File: config.mk
export PLATFORM = sky130hd
export DESIGN_NAME = h2s_unpack
export DESIGN_NICKNAME = d
export VERILOG_FILES = /design/src/rtl/h2s_pkg.sv /design/src/rtl/h2s_unpack.sv
export SDC_FILE = /design/constraint.sdc
export NUM_CORES = 1
export LEC_CHECK = 0
export BUFFER_PORTS_ARGS = -buffer_cell sky130_fd_sc_hd__buf_2
export CELL_PAD_IN_SITES_DETAIL_PLACEMENT = 1
export CELL_PAD_IN_SITES_GLOBAL_PLACEMENT = 1
export CORE_UTILIZATION = 40
export CTS_CLUSTER_DIAMETER = 30
export DETAILED_ROUTE_END_ITERATION = 10
export PLACE_DENSITY = 0.89
export SLEW_MARGIN = 20
export SYNTH_ARGS = -nofsm -noshare
export SYNTH_HDL_FRONTEND = slang
export SYNTH_SLANG_ARGS = --single-unit
File: constraint.sdc
create_clock -name clk -period 7.1 [get_ports clk]
set_input_delay 1.065 -clock clk [delete_from_list [all_inputs] [get_ports clk]]
set_output_delay 1.065 -clock clk [all_outputs]
set_load 0.01 [all_outputs]
File: src/rtl/h2s_pkg.sv
// Package for the HDR pixel to sRGB8 converter: item types, format codes,
// pipeline sizes and the sRGB threshold table built at elaboration.
// No dependencies.
package h2s_pkg;

  localparam int MANTISSA_BITS = 24;
  localparam int FRAC_BITS     = 24;
  localparam int QBITS         = FRAC_BITS + 1;
  localparam int VW            = FRAC_BITS + 1;
  localparam int DW            = MANTISSA_BITS + 27;
  localparam int SEARCH_STG    = 8;
  localparam int LANE_STG      = 3 + QBITS + 1 + SEARCH_STG;
  localparam int NSTG          = LANE_STG + 2;

  localparam logic [7:0] OPAQUE = 8'd255;

  typedef enum logic [2:0] {
    FMT_RGBA8      = 3'd0,
    FMT_BGRA8      = 3'd1,
    FMT_RGB10A2    = 3'd2,
    FMT_RGBA16F    = 3'd3,
    FMT_RGBA32F    = 3'd4,
    FMT_R11G11B10F = 3'd5
  } fmt_t;

  typedef enum logic [1:0] {
    K_FIN  = 2'd0,
    K_ZERO = 2'd1,
    K_SAT  = 2'd2
  } kind_t;

  typedef struct packed {
    logic [63:0] pixel_low;
    logic [63:0] pixel_high;
  } in_item_t;

  typedef struct packed {
    logic [7:0] red;
    logic [7:0] green;
    logic [7:0] blue;
    logic [7:0] alpha;
  } out_item_t;

  // One float channel in a common form: the mantissa is left aligned to 23 bits.
  typedef struct packed {
    logic        sgn;
    logic        wide;
    logic [7:0]  ex;
    logic [22:0] man;
  } chan_t;

  typedef struct packed {
    logic       hdr;
    logic [7:0] r;
    logic [7:0] g;
    logic [7:0] b;
  } byp_t;

  function automatic logic [63:0] pow5_q30(input logic [63:0] c);
    logic [63:0] p;
    p = c;
    for (int i = 0; i < 4; i++) begin
      p = (p * c) >> 30;
    end
    return p;
  endfunction

  // Entry k holds the smallest Q1.24 value that encodes to sRGB code k.
  function automatic logic [256*VW-1:0] srgb_thr_tab();
    logic [256*VW-1:0] tab;
    logic [63:0] t;
    logic [63:0] a;
    logic [63:0] q;
    logic [63:0] q2;
    logic [63:0] y;
    logic [63:0] c;
    tab = '0;
    for (int k = 1; k < 256; k++) begin
      if (k <= 10) begin
        t = ((64'(20 * k - 10) << 24) + 64'd65891) / 64'd65892;
      end else begin
        a  = 64'(1000 * k + 13525);
        q  = (a << 30) / 64'd269025;
        q2 = (q * q) >> 30;
        y  = '0;
        for (int b = 29; b >= 0; b--) begin
          c = y | (64'd1 << b);
          if (pow5_q30(c) <= q2) begin
            y = c;
          end
        end
        t = (((q2 * y) >> 30) + 64'd63) >> 6;
      end
      tab[k*VW +: VW] = VW'(t);
    end
    return tab;
  endfunction

  localparam logic [256*VW-1:0] SRGB_THR = srgb_thr_tab();

endpackage

File: src/rtl/h2s_unpack.sv
// First pipeline stage: splits a raw pixel into three float channels and
// computes the 8-bit and 10-bit pass-through results. Depends on h2s_pkg.
module h2s_unpack import h2s_pkg::*; (
  input  logic           clk,
  input  logic           en,
  input  logic [2:0]     fmt,
  input  in_item_t       pix,
  output chan_t [2:0]    ch_r,
  output byp_t           byp_r
);

  localparam logic [17:0] UNORM_HALF = 18'd511;
  localparam logic [17:0] UNORM_MAX  = 18'd1023;

  chan_t [2:0] ch_nxt;
  byp_t        byp_nxt;
  logic [31:0] w;
  logic [63:0] lo;

  function automatic logic [7:0] unorm10(input logic [9:0] c);
    logic [17:0] x;
    logic [7:0]  q0;
    logic [17:0] rem;
    x   = {c, 8'b0} - 18'(c) + UNORM_HALF;
    q0  = x[17:10];
    rem = x - ({q0, 10'b0} - 18'(q0));
    return (rem >= UNORM_MAX) ? q0 + 8'd1 : q0;
  endfunction

  assign lo = pix.pixel_low;
  assign w  = lo[31:0];

  always_comb begin
    ch_nxt  = '0;
    byp_nxt = '0;
    unique case (fmt)
      FMT_RGBA8: begin
        byp_nxt.r = w[7:0];
        byp_nxt.g = w[15:8];
        byp_nxt.b = w[23:16];
      end
      FMT_BGRA8: begin
        byp_nxt.b = w[7:0];
        byp_nxt.g = w[15:8];
        byp_nxt.r = w[23:16];
      end
      FMT_RGB10A2: begin
        byp_nxt.r = unorm10(w[9:0]);
        byp_nxt.g = unorm10(w[19:10]);
        byp_nxt.b = unorm10(w[29:20]);
      end
      FMT_RGBA16F: begin
        byp_nxt.hdr = 1'b1;
        ch_nxt[0] = '{sgn: lo[15], wide: 1'b0, ex: {3'b0, lo[14:10]}, man: {lo[9:0], 13'b0}};
        ch_nxt[1] = '{sgn: lo[31], wide: 1'b0, ex: {3'b0, lo[30:26]}, man: {lo[25:16], 13'b0}};
        ch_nxt[2] = '{sgn: lo[47], wide: 1'b0, ex: {3'b0, lo[46:42]}, man: {lo[41:32], 13'b0}};
      end
      FMT_RGBA32F: begin
        byp_nxt.hdr = 1'b1;
        ch_nxt[0] = '{sgn: lo[31], wide: 1'b1, ex: lo[30:23], man: lo[22:0]};
        ch_nxt[1] = '{sgn: lo[63], wide: 1'b1, ex: lo[62:55], man: lo[54:32]};
        ch_nxt[2] = '{sgn: pix.pixel_high[31], wide: 1'b1, ex: pix.pixel_high[30:23],
                      man: pix.pixel_high[22:0]};
      end
      FMT_R11G11B10F: begin
        byp_nxt.hdr = 1'b1;
        ch_nxt[0] = '{sgn: 1'b0, wide: 1'b0, ex: {3'b0, w[10:6]}, man: {w[5:0], 17'b0}};
        ch_nxt[1] = '{sgn: 1'b0, wide: 1'b0, ex: {3'b0, w[21:17]}, man: {w[16:11], 17'b0}};
        ch_nxt[2] = '{sgn: 1'b0, wide: 1'b0, ex: {3'b0, w[31:27]}, man: {w[26:22], 18'b0}};
      end
      default: begin
        byp_nxt = '0;
      end
    endcase
  end

  always_ff @(posedge clk) begin
    if (en) begin
      ch_r  <= ch_nxt;
      byp_r <= byp_nxt;
    end
  end

endmodule

# Word-level counts from Yosys, hierarchy flattened
# Index checks and enable logic that the tools add are counted.
[word_totals]
latch_bits = 0
memories = 0
mem_bits_ro = 0
inputBits = 133
ff_bits = 124
mem_bits_rw = 0
wordCells = 47
[classes]
bitwise = 0
eq_ne = 5
n_div = 0
n_mux = 6
n_shift = 0
reduce_logical = 2
n_mul = 0
add_sub_neg = 15
magnitude_cmp = 3
[ops]
columns = ["op", "count"]
rows = [
  ["$pmux W99 S3", 1],
  ["$pmux W24 S3", 1],
  ["$add A18 B9 Y18 const B", 3],
  ["$ge A18 B10 Y1 const B", 3],
  ["$sub A18 B10 Y18", 3],
  ["$sub A18 B18 Y18", 3],
  ["$sub A18 B8 Y18", 3],
  ["$add A8 B1 Y8 const B", 3],
  ["$mux W8", 3],
  ["$eq A3 B2 Y1 const B", 2],
  ["$eq A3 B3 Y1 const B", 2],
  ["$eq A3 B1 Y1 const B", 1],
  ["$logic_not A3 Y1", 1],
  ["$reduce_or A3 Y1", 1],
  ["$mux W1", 1],
]

# Longest topological paths before layout
# Gate-level depths: netlist of the first run.
[depth]
ltp_word = 7
ltp_mapped = 25

# Least setup slack after synthesis of the first run
# OpenSTA, ideal clock, no wires.
[synth_path]
path_type = "input to register"
startpoint = "input port pix[65] (netlist bit)"
endpoint = "register byp_r[23] (netlist bit), data pin"
arrival_ns = 5.126
path_buffers = 0
stages = 23
setup_ns = 0.271
slack_ns = 1.702
cell_sequence = "inv_1 -> ha_1 -> inv_1 -> ha_1 -> fa_1 -> a211oi_1 -> nor2_1 -> o21ai_0 -> nand2b_1 -> a21o_1 -> a21oi_1 -> xnor2_1 -> ha_1 -> inv_1 -> ha_1 -> or4_1 -> o22a_1 -> a31oi_1 -> mux2i_1 -> o21ai_2 -> nand4_1 -> xnor2_1 -> o22ai_1"
[synth_lines]
columns = ["item", "line", "text"]
rows = [
  ["start: declaration", "h2s_unpack.sv:7", "input in_item_t pix,"],
  ["end signal: assignment", "h2s_unpack.sv:80", "byp_r <= byp_nxt;"],
  ["end: declaration", "h2s_unpack.sv:9", "output byp_t byp_r"],
]

==> flow_summary_export.csv, run 1 <==
group,metric,value,unit
drt,wl_met2,13800,microns
synthesis,yosys.area_share.xor_xnor,6.24,%
final_layout,nFillCells,2344,
synthesis,yosysSeqAreaShare,43.5,%
sta,fin_crit_sh,82.9,%
final_layout,final_common_cell,"buf_2",
floorplanning,initial_utilization,41.2,%
sta,period_needed,5.89,ns
clock_tree,htreeDepth,4,
floorplanning,core,0.0204,sq mm
clock_tree,cts_tree,"done",
drt,drtIter0Drc,363,
clock_tree,root_buffer,"clkbuf_16",
setup_path,crit_path_start_kind,"primary input",
clock_tree,cts_resized,0,
final_layout,drive_gt1_share,26.5,%
drt,vias,7297,
final_layout,area.sequential,0.00366,sq mm
drt,detail_route.wl_per_cell,21.2,microns
synthesis,avgSynthCellArea,10.3,sq um
status,status,"finished clean",
floorplanning,die_y,147,microns
drt,drt_pass1_iterations,5,
clock_tree,clkTransAtPathRegs,0.06,ns
setup_path,critPathMostFrequentCell,"ha_1",
placed_design,pre_cts_ws,0.852,ns
placed_design,place_congestion,0.883,
clock_tree,cts_buffer_depth,2,
synthesis,synth_compound_area_share,16.0,%
synthesis,netlist_area,0.00843,sq mm
synthesis,netlist_top_cells_area,"edfxtp_1 (43%), ha_1 (12%), a22o_1 (5.5%)",
setup_path,path_class,"primary input to flop",
floorplanning,rows,52,
sta,tightest_slew,0.916,ns
worst_hold_path,whs_path_depth,2,
clock_tree,post_cts_buffers,0,
worst_hold_path,whs_endpoint,"ch_r[61]",
drt,top_layer,"met4",
setup_path,path_cells,"buf_2, inv_1, ha_1, inv_1, ha_1, fa_1, a211oi_1, nor2_1, o21ai_0, nand2b_1, a21o_1, a21oi_1, xnor2_1, ha_1, inv_1, ha_1, or4_1, o22a_1, a31oi_1, mux2i_1, o21ai_2, nand3_1, xor2_1, o22ai_1",
final_layout,layout_common_cells,"buf_2 (223), edfxtp_1 (122), inv_1 (82)",
setup_path,end_kind,"flop",
synthesis,synth.largest_area_cell,"edfxtp_1",
synthesis,ys_warn_count,0,
synthesis,yosysTopAreaCellShare,43.5,%
drt,wl,27800,microns
sta,fin_setup_tns,0,ns
setup_path,crit_slowest_cell,"or4_1",
final_layout,nets,1246,
global_route,grt_pass1_vias,7661,
setup_path,cp.arrival,6.02,ns
drt,wl_met1,11400,microns
sta,setup_ws,1.21,ns
synthesis,synth-adder-area-share,12.7,%
sta,max_freq,170,MHz
floorplanning,io_pins,257,
synthesis,ys_ff_latch,122,
placed_design,port_buffers,224,
drt,final_antenna_net_count,0,
synthesis,synth_simple_gate_area_share,13.3,%
sta,drv_slew,0,
placed_design,dp_hpwl,20700,microns
worst_hold_path,hp-class,"primary input to flop",
floorplanning,die_area,0.0217,sq mm
clock_tree,cts_made_buffers,17,
clock_tree,cts_hold_buf,0,
global_route,grt_max_degree,82,
global_route,grt_pass1_wl,42700,microns
synthesis,syn_inst,816,
pwr,peakVddDrop,0.148,mV
global_route,grt.overflow.total,0,
synthesis,synth_top_family_by_area,"compound AO/OA/AOI/OAI gates",
flow_run,maxCapViolCount,0,
sta,setup_viol,0,
global_route,grt_antenna_before_repair,0,
setup_path,slowest_delay,0.52,ns
drt,dr_wl_met3,1760,microns
synthesis,synth_edf_count,122,
synthesis,synthMuxAreaShare,2.88,%
drt,drc,0,
synthesis,ys_async_sr_fraction,0,%
final_layout,diodes,0,
sta,hold_viol,0,
worst_hold_path,worstHoldStart,"pix[124]",
pwr,p_leak,0.00463,uW
clock_tree,clkSinkCount,122,
sta,rsz0062_at_grt,"no",
synthesis,synth_fp_nets,1033,
synthesis,synth_cell_types,63,
setup_path,cp_max_fo,8,
drt,via_per_inst,5.56,
pwr,power_density,262,mW/mm^2
final_layout,multi_input_area,0.00432,sq mm
floorplanning,die_x,147,microns
synthesis,synth_ff_type,"edfxtp_1",
final_layout,area_growth,23.7,%
global_route,track_usage,26.0,%
sta,slew_headroom,39.0,%
setup_path,required,7.24,ns
==> flip-flops by register name (all words and copies together), names as in the netlist <==
| register | cells |
|---|---|
| byp_r | 25 |
| ch_r | 97 |
==> worst max-delay path by stage <==
stage	end	start	slack, ns	cells past startpoint
2_1_floorplan	byp_r[23]	pix[65]	1.70	23
3_3_place_gp	byp_r[7]	pix[85]	0.98	24
3_5_place_dp	byp_r[20]	pix[65]	0.85	24
4_1_cts	byp_r[19]	pix[65]	1.25	24
5_1_grt	byp_r[7]	pix[85]	0.88	24
6_report	byp_r[19]	pix[65]	1.21	24
==> final cells by class <==
class	instances	share of cell area [%]
sequential	122	35.1
timing repair buffer	230	11.2
clock buffer	17	4.08
multi-input combinational	576	41.4
tap	270	3.24
inverter	82	2.95
clock inverter	15	1.96
==> logic make-up (layout without fill, tap and decap cells) <==
| logic type | after synthesis | in the layout |
|---|---|---|
| muxes | 24 | 24 |
| and+or+nand+nor | 221 | 221 |
| buffers and inverters | 118 | 344 |
| DFF | 122 | 122 |
| AOI/OAI and AO/OA | 187 | 187 |
| adders and majority gates | 84 | 84 |
| xor gates and xnor gates | 60 | 60 |
==> per-stage QoR <==
| stage | utilization [%] | power, uW | hold WS [ns] | cell area (sq um) | std cells |
|---|---|---|---|---|---|
| floorplan | - | 1520 | 1.18 | 8430 | 816 |
| global placement | 47.9 | 1750 | 1.35 | 9790 | 1280 |
| detailed placement | 47.9 | 1790 | 1.35 | 9790 | 1280 |
| CTS | 51.0 | 2750 | 0.902 | 10400 | 1312 |
| global route | 51.0 | 2870 | 0.909 | 10400 | 1312 |
| finish | 51.0 | 2740 | 0.913 | 10400 | 1312 |
==> cell usage after synthesis (all sizes together), types with 2 or more instances <==
cell / count
clkbuf: 29
a21oi: 26
a221oi: 3
xor2: 23
o21a: 2
nand4: 8
nand3: 12
ha: 81
xnor2: 37
a211o: 3
o22ai: 16
a21o: 12
nor2b: 6
and3: 2
inv: 82
nand2: 65
a2111oi: 2
nor3: 27
nand4b: 2
buf: 7
nor2: 30
a211oi: 4
edfxtp: 122
o21bai: 2
a22o: 53
and2: 37
or4: 2
o21ai: 47
mux2: 2
nor4: 5
or3: 2
nand2b: 17
o211ai: 4
fa: 3
mux2i: 22
a31oi: 2
==> critical path: cells and delay by family <==
kind,cells,cell delay [ns]
AOI/OAI and AO/OA,8,1.70
buffers and inverters,4,0.43
adders and majority gates,5,1.49
muxes,1,0.10
xor gates and xnor gates,2,0.34
and+or+nand+nor,4,0.89
==> metal layers <==
metal  vias up  GRT usage [%]
met1      3566           31.1
met2       271           45.3
li1       3404              -
met3        56           5.16
met4         0           10.7
met5         -              0
==> power breakdown <==
group,internal [uW],switching (uW)
Clock,568,387
Combinational,367,538
Sequential,860,16.9
Total,1790,941
No activity file was read; power rests on OpenSTA's default activity.
==> inputs of run 2 (changes only) <==
--- a/config.mk
+++ b/config.mk
@@ -8,10 +8,10 @@
 export BUFFER_PORTS_ARGS = -buffer_cell sky130_fd_sc_hd__buf_2
 export CELL_PAD_IN_SITES_DETAIL_PLACEMENT = 1
 export CELL_PAD_IN_SITES_GLOBAL_PLACEMENT = 1
-export CORE_UTILIZATION = 40
+export CORE_UTILIZATION = 36
 export CTS_CLUSTER_DIAMETER = 30
 export DETAILED_ROUTE_END_ITERATION = 10
-export PLACE_DENSITY = 0.89
+export PLACE_DENSITY = 0.85
 export SLEW_MARGIN = 20
 export SYNTH_ARGS = -nofsm -noshare
 export SYNTH_HDL_FRONTEND = slang
==> constraint.sdc (replaced) <==
create_clock -name clk -period 5.13 [get_ports clk]
set_input_delay 0.7695 -clock clk [delete_from_list [all_inputs] [get_ports clk]]
set_output_delay 0.7695 -clock clk [all_outputs]
set_load 0.01 [all_outputs]
==> run 2 against run 1 <==
Critical path depth grew 1. Final cell count grew 8.4%. Clock-buffer cell count is the same. Flip-flop and latch count is the same. Power grew 41%. Global-route usage shrank 1.0 points. Non-clock buffer count grew 66. Via count grew 3.1%. Critical path type unchanged.
==> flow_summary_export.csv, run 2 (synthesis results as in run 1) <==
group,metric,value,unit
placed_design,placed_cells,1387,
drt,drtIter0Drc,471,
global_route,grt_max_degree,81,
final_layout,regMostFlops,"ch_r",
clock_tree,clkTransAtPathRegs,0.06,ns
drt,wl,29800,microns
clock_tree,cts_hold_buf,0,
pwr,intPower,2490,uW
flow_run,maxCapViolCount,0,
drt,final_antenna_net_count,0,
clock_tree,clkSinkCount,122,
pwr,swShare,35.8,%
sta,max_freq,202,MHz
worst_hold_path,hp-class,"primary input to flop",
setup_path,crit_path_start_kind,"primary input",
final_layout,nets,1312,
placed_design,dp_hpwl,22500,microns
sta,setup_viol,0,
global_route,grt_antenna_before_repair,1,
sta,tightest_slew,1.10,ns
drt,drt_pass1_iterations,5,
sta,slew_headroom,26.8,%
final_layout,fin_cells,1422,
pwr,pwr-share-comb,37.8,%
sta,period_needed,4.95,ns
floorplanning,io_pins,257,
floorplanning,die_area,0.0240,sq mm
setup_path,path_class,"primary input to flop",
global_route,track_usage,24.9,%
pwr,power_switching,1380,uW
final_layout,area_growth,30.6,%
floorplanning,rows,55,
clock_tree,cts_made_buffers,17,
final_layout,top_regs,"ch_r (97), byp_r (25)",
floorplanning,initial_utilization,37.0,%
global_route,grt_pass1_vias,8007,
drt,vias,7526,
sta,drv_slew,0,
placed_design,port_buffers,224,
status,status,"finished clean",
floorplanning,core,0.0228,sq mm
pwr,peakVddDrop,0.194,mV
pwr,p_leak,0.00493,uW
setup_path,cp_max_fo,11,
final_layout,drive_gt1_share,32.0,%
setup_path,required,5.30,ns
final_layout,final_common_cell,"buf_2",
clock_tree,htreeDepth,4,
pwr,power_density,352,mW/mm^2
floorplanning,die_y,155,microns
final_layout,area.sequential,0.00366,sq mm
global_route,grt.overflow.total,0,
final_layout,layout_common_cells,"buf_2 (223), edfxtp_1 (122), inv_1 (82)",
final_layout,multi_input_area,0.00438,sq mm
drt,detail_route.wl_per_cell,20.9,microns
final_layout,largest_reg_flops,97,
clock_tree,root_buffer,"clkbuf_16",
final_layout,nFillCells,2596,
global_route,grt_pass1_wl,45100,microns
sta,hold_viol,0,
floorplanning,die_x,155,microns
drt,via_per_inst,5.29,
setup_path,cp.arrival,5.12,ns
clock_tree,cts_tree,"done",
setup_path,end_kind,"flop",
drt,drc,0,
placed_design,pre_cts_ws,-0.345,ns
pwr,clock_power_share,30.8,%
placed_design,place_congestion,0.853,
pwr,pwr-share-seq,31.4,%
sta,fin_crit_sh,96.5,%
sta,setup_ws,0.181,ns
clock_tree,cts_buffer_depth,2,
## run 2: cell count changes in the layout (fill, tap and decap cells not counted), moves of 2 or more
cell / change
o21ai_0: -2
fa_1: -2
a21oi_2: +3
buf_4: +64
clkinv_8: +2
a21oi_1: -3
clkinvlp_4: +2
clkinv_4: -2
o21ai_2: +2
bufinv_16: -3
inv_6: +2
fa_2: +2
nand2b_1: -2
## run 2: per-stage QoR
stage	hold WS, ns	setup TNS (ns)	util (%)	power (uW)	area [sq um]
2_1_floorplan	0.882	0	-	2100	8430
3_3_place_gp	1.04	-2.98	45.4	2570	10300
3_5_place_dp	1.05	-5.40	45.4	2630	10300
4_1_cts	0.601	0	47.9	3840	10900
5_1_grt	0.611	-0.206	48.3	4060	11000
6_report	0.618	0	48.3	3870	11000
## run 2: timing repair
item / CTS / global route
gates resized for setup: 0 / 15
setup endpoints to repair: 0 / 20
setup buffers: 0 / 2
## run 2: final cells by class
class	count	area share, %
antenna	1	0.0227
clock buffer	17	3.87
clock inverter	15	1.36
inverter	82	2.80
multi-input combinational	576	39.8
sequential	122	33.3
tap	313	3.56
timing repair buffer	296	15.3
## run 2: worst max-delay path, stage by stage
cell and delay, ns:
buf_2 0.09, inv_1 0.05, ha_1 0.27, inv_1 0.04, ha_1 0.21, a21o_1 0.19
a21oi_1 0.24, o211ai_1 0.21, a21o_1 0.24, a21oi_1 0.26, xor2_1 0.23, nand2_1 0.15
nand2_1 0.10, ha_1 0.29, o21ai_2 0.10, nand2b_1 0.09, a21oi_2 0.16, a31oi_2 0.07
buf_4 0.15, nor4_1 0.25, nor3_1 0.14, a221oi_2 0.28, buf_12 0.19, mux2i_1 0.07
a211o_1 0.26
## run 2: power groups by stage
stage,Combinational [uW],Clock (uW),Sequential (uW)
final,1460,1190,1220
after floorplan,821,0,1280
after detailed placement,1390,0,1240
after global placement,1330,0,1240
after global routing,1590,1250,1220
after CTS,1410,1210,1220
## run 2: layer usage
metal | wire [microns] | up-vias | share of wire [%] | GRT usage, %
met5 | 0 | - | 0 | 0
met4 | 898 | 0 | 3.0 | 9.95
met3 | 1860 | 51 | 6.3 | 4.04
met2 | 14800 | 290 | 50 | 43.7
met1 | 12300 | 3652 | 41 | 30.5
li1 | - | 3533 | - | -
## run 2: worst paths after layout
path                 from   endpoint  slack [ns]  cells past startpoint
hold / removal     pix[8]   ch_r[74]        0.62                      2
setup / recovery  pix[75]  byp_r[10]        0.18                     25
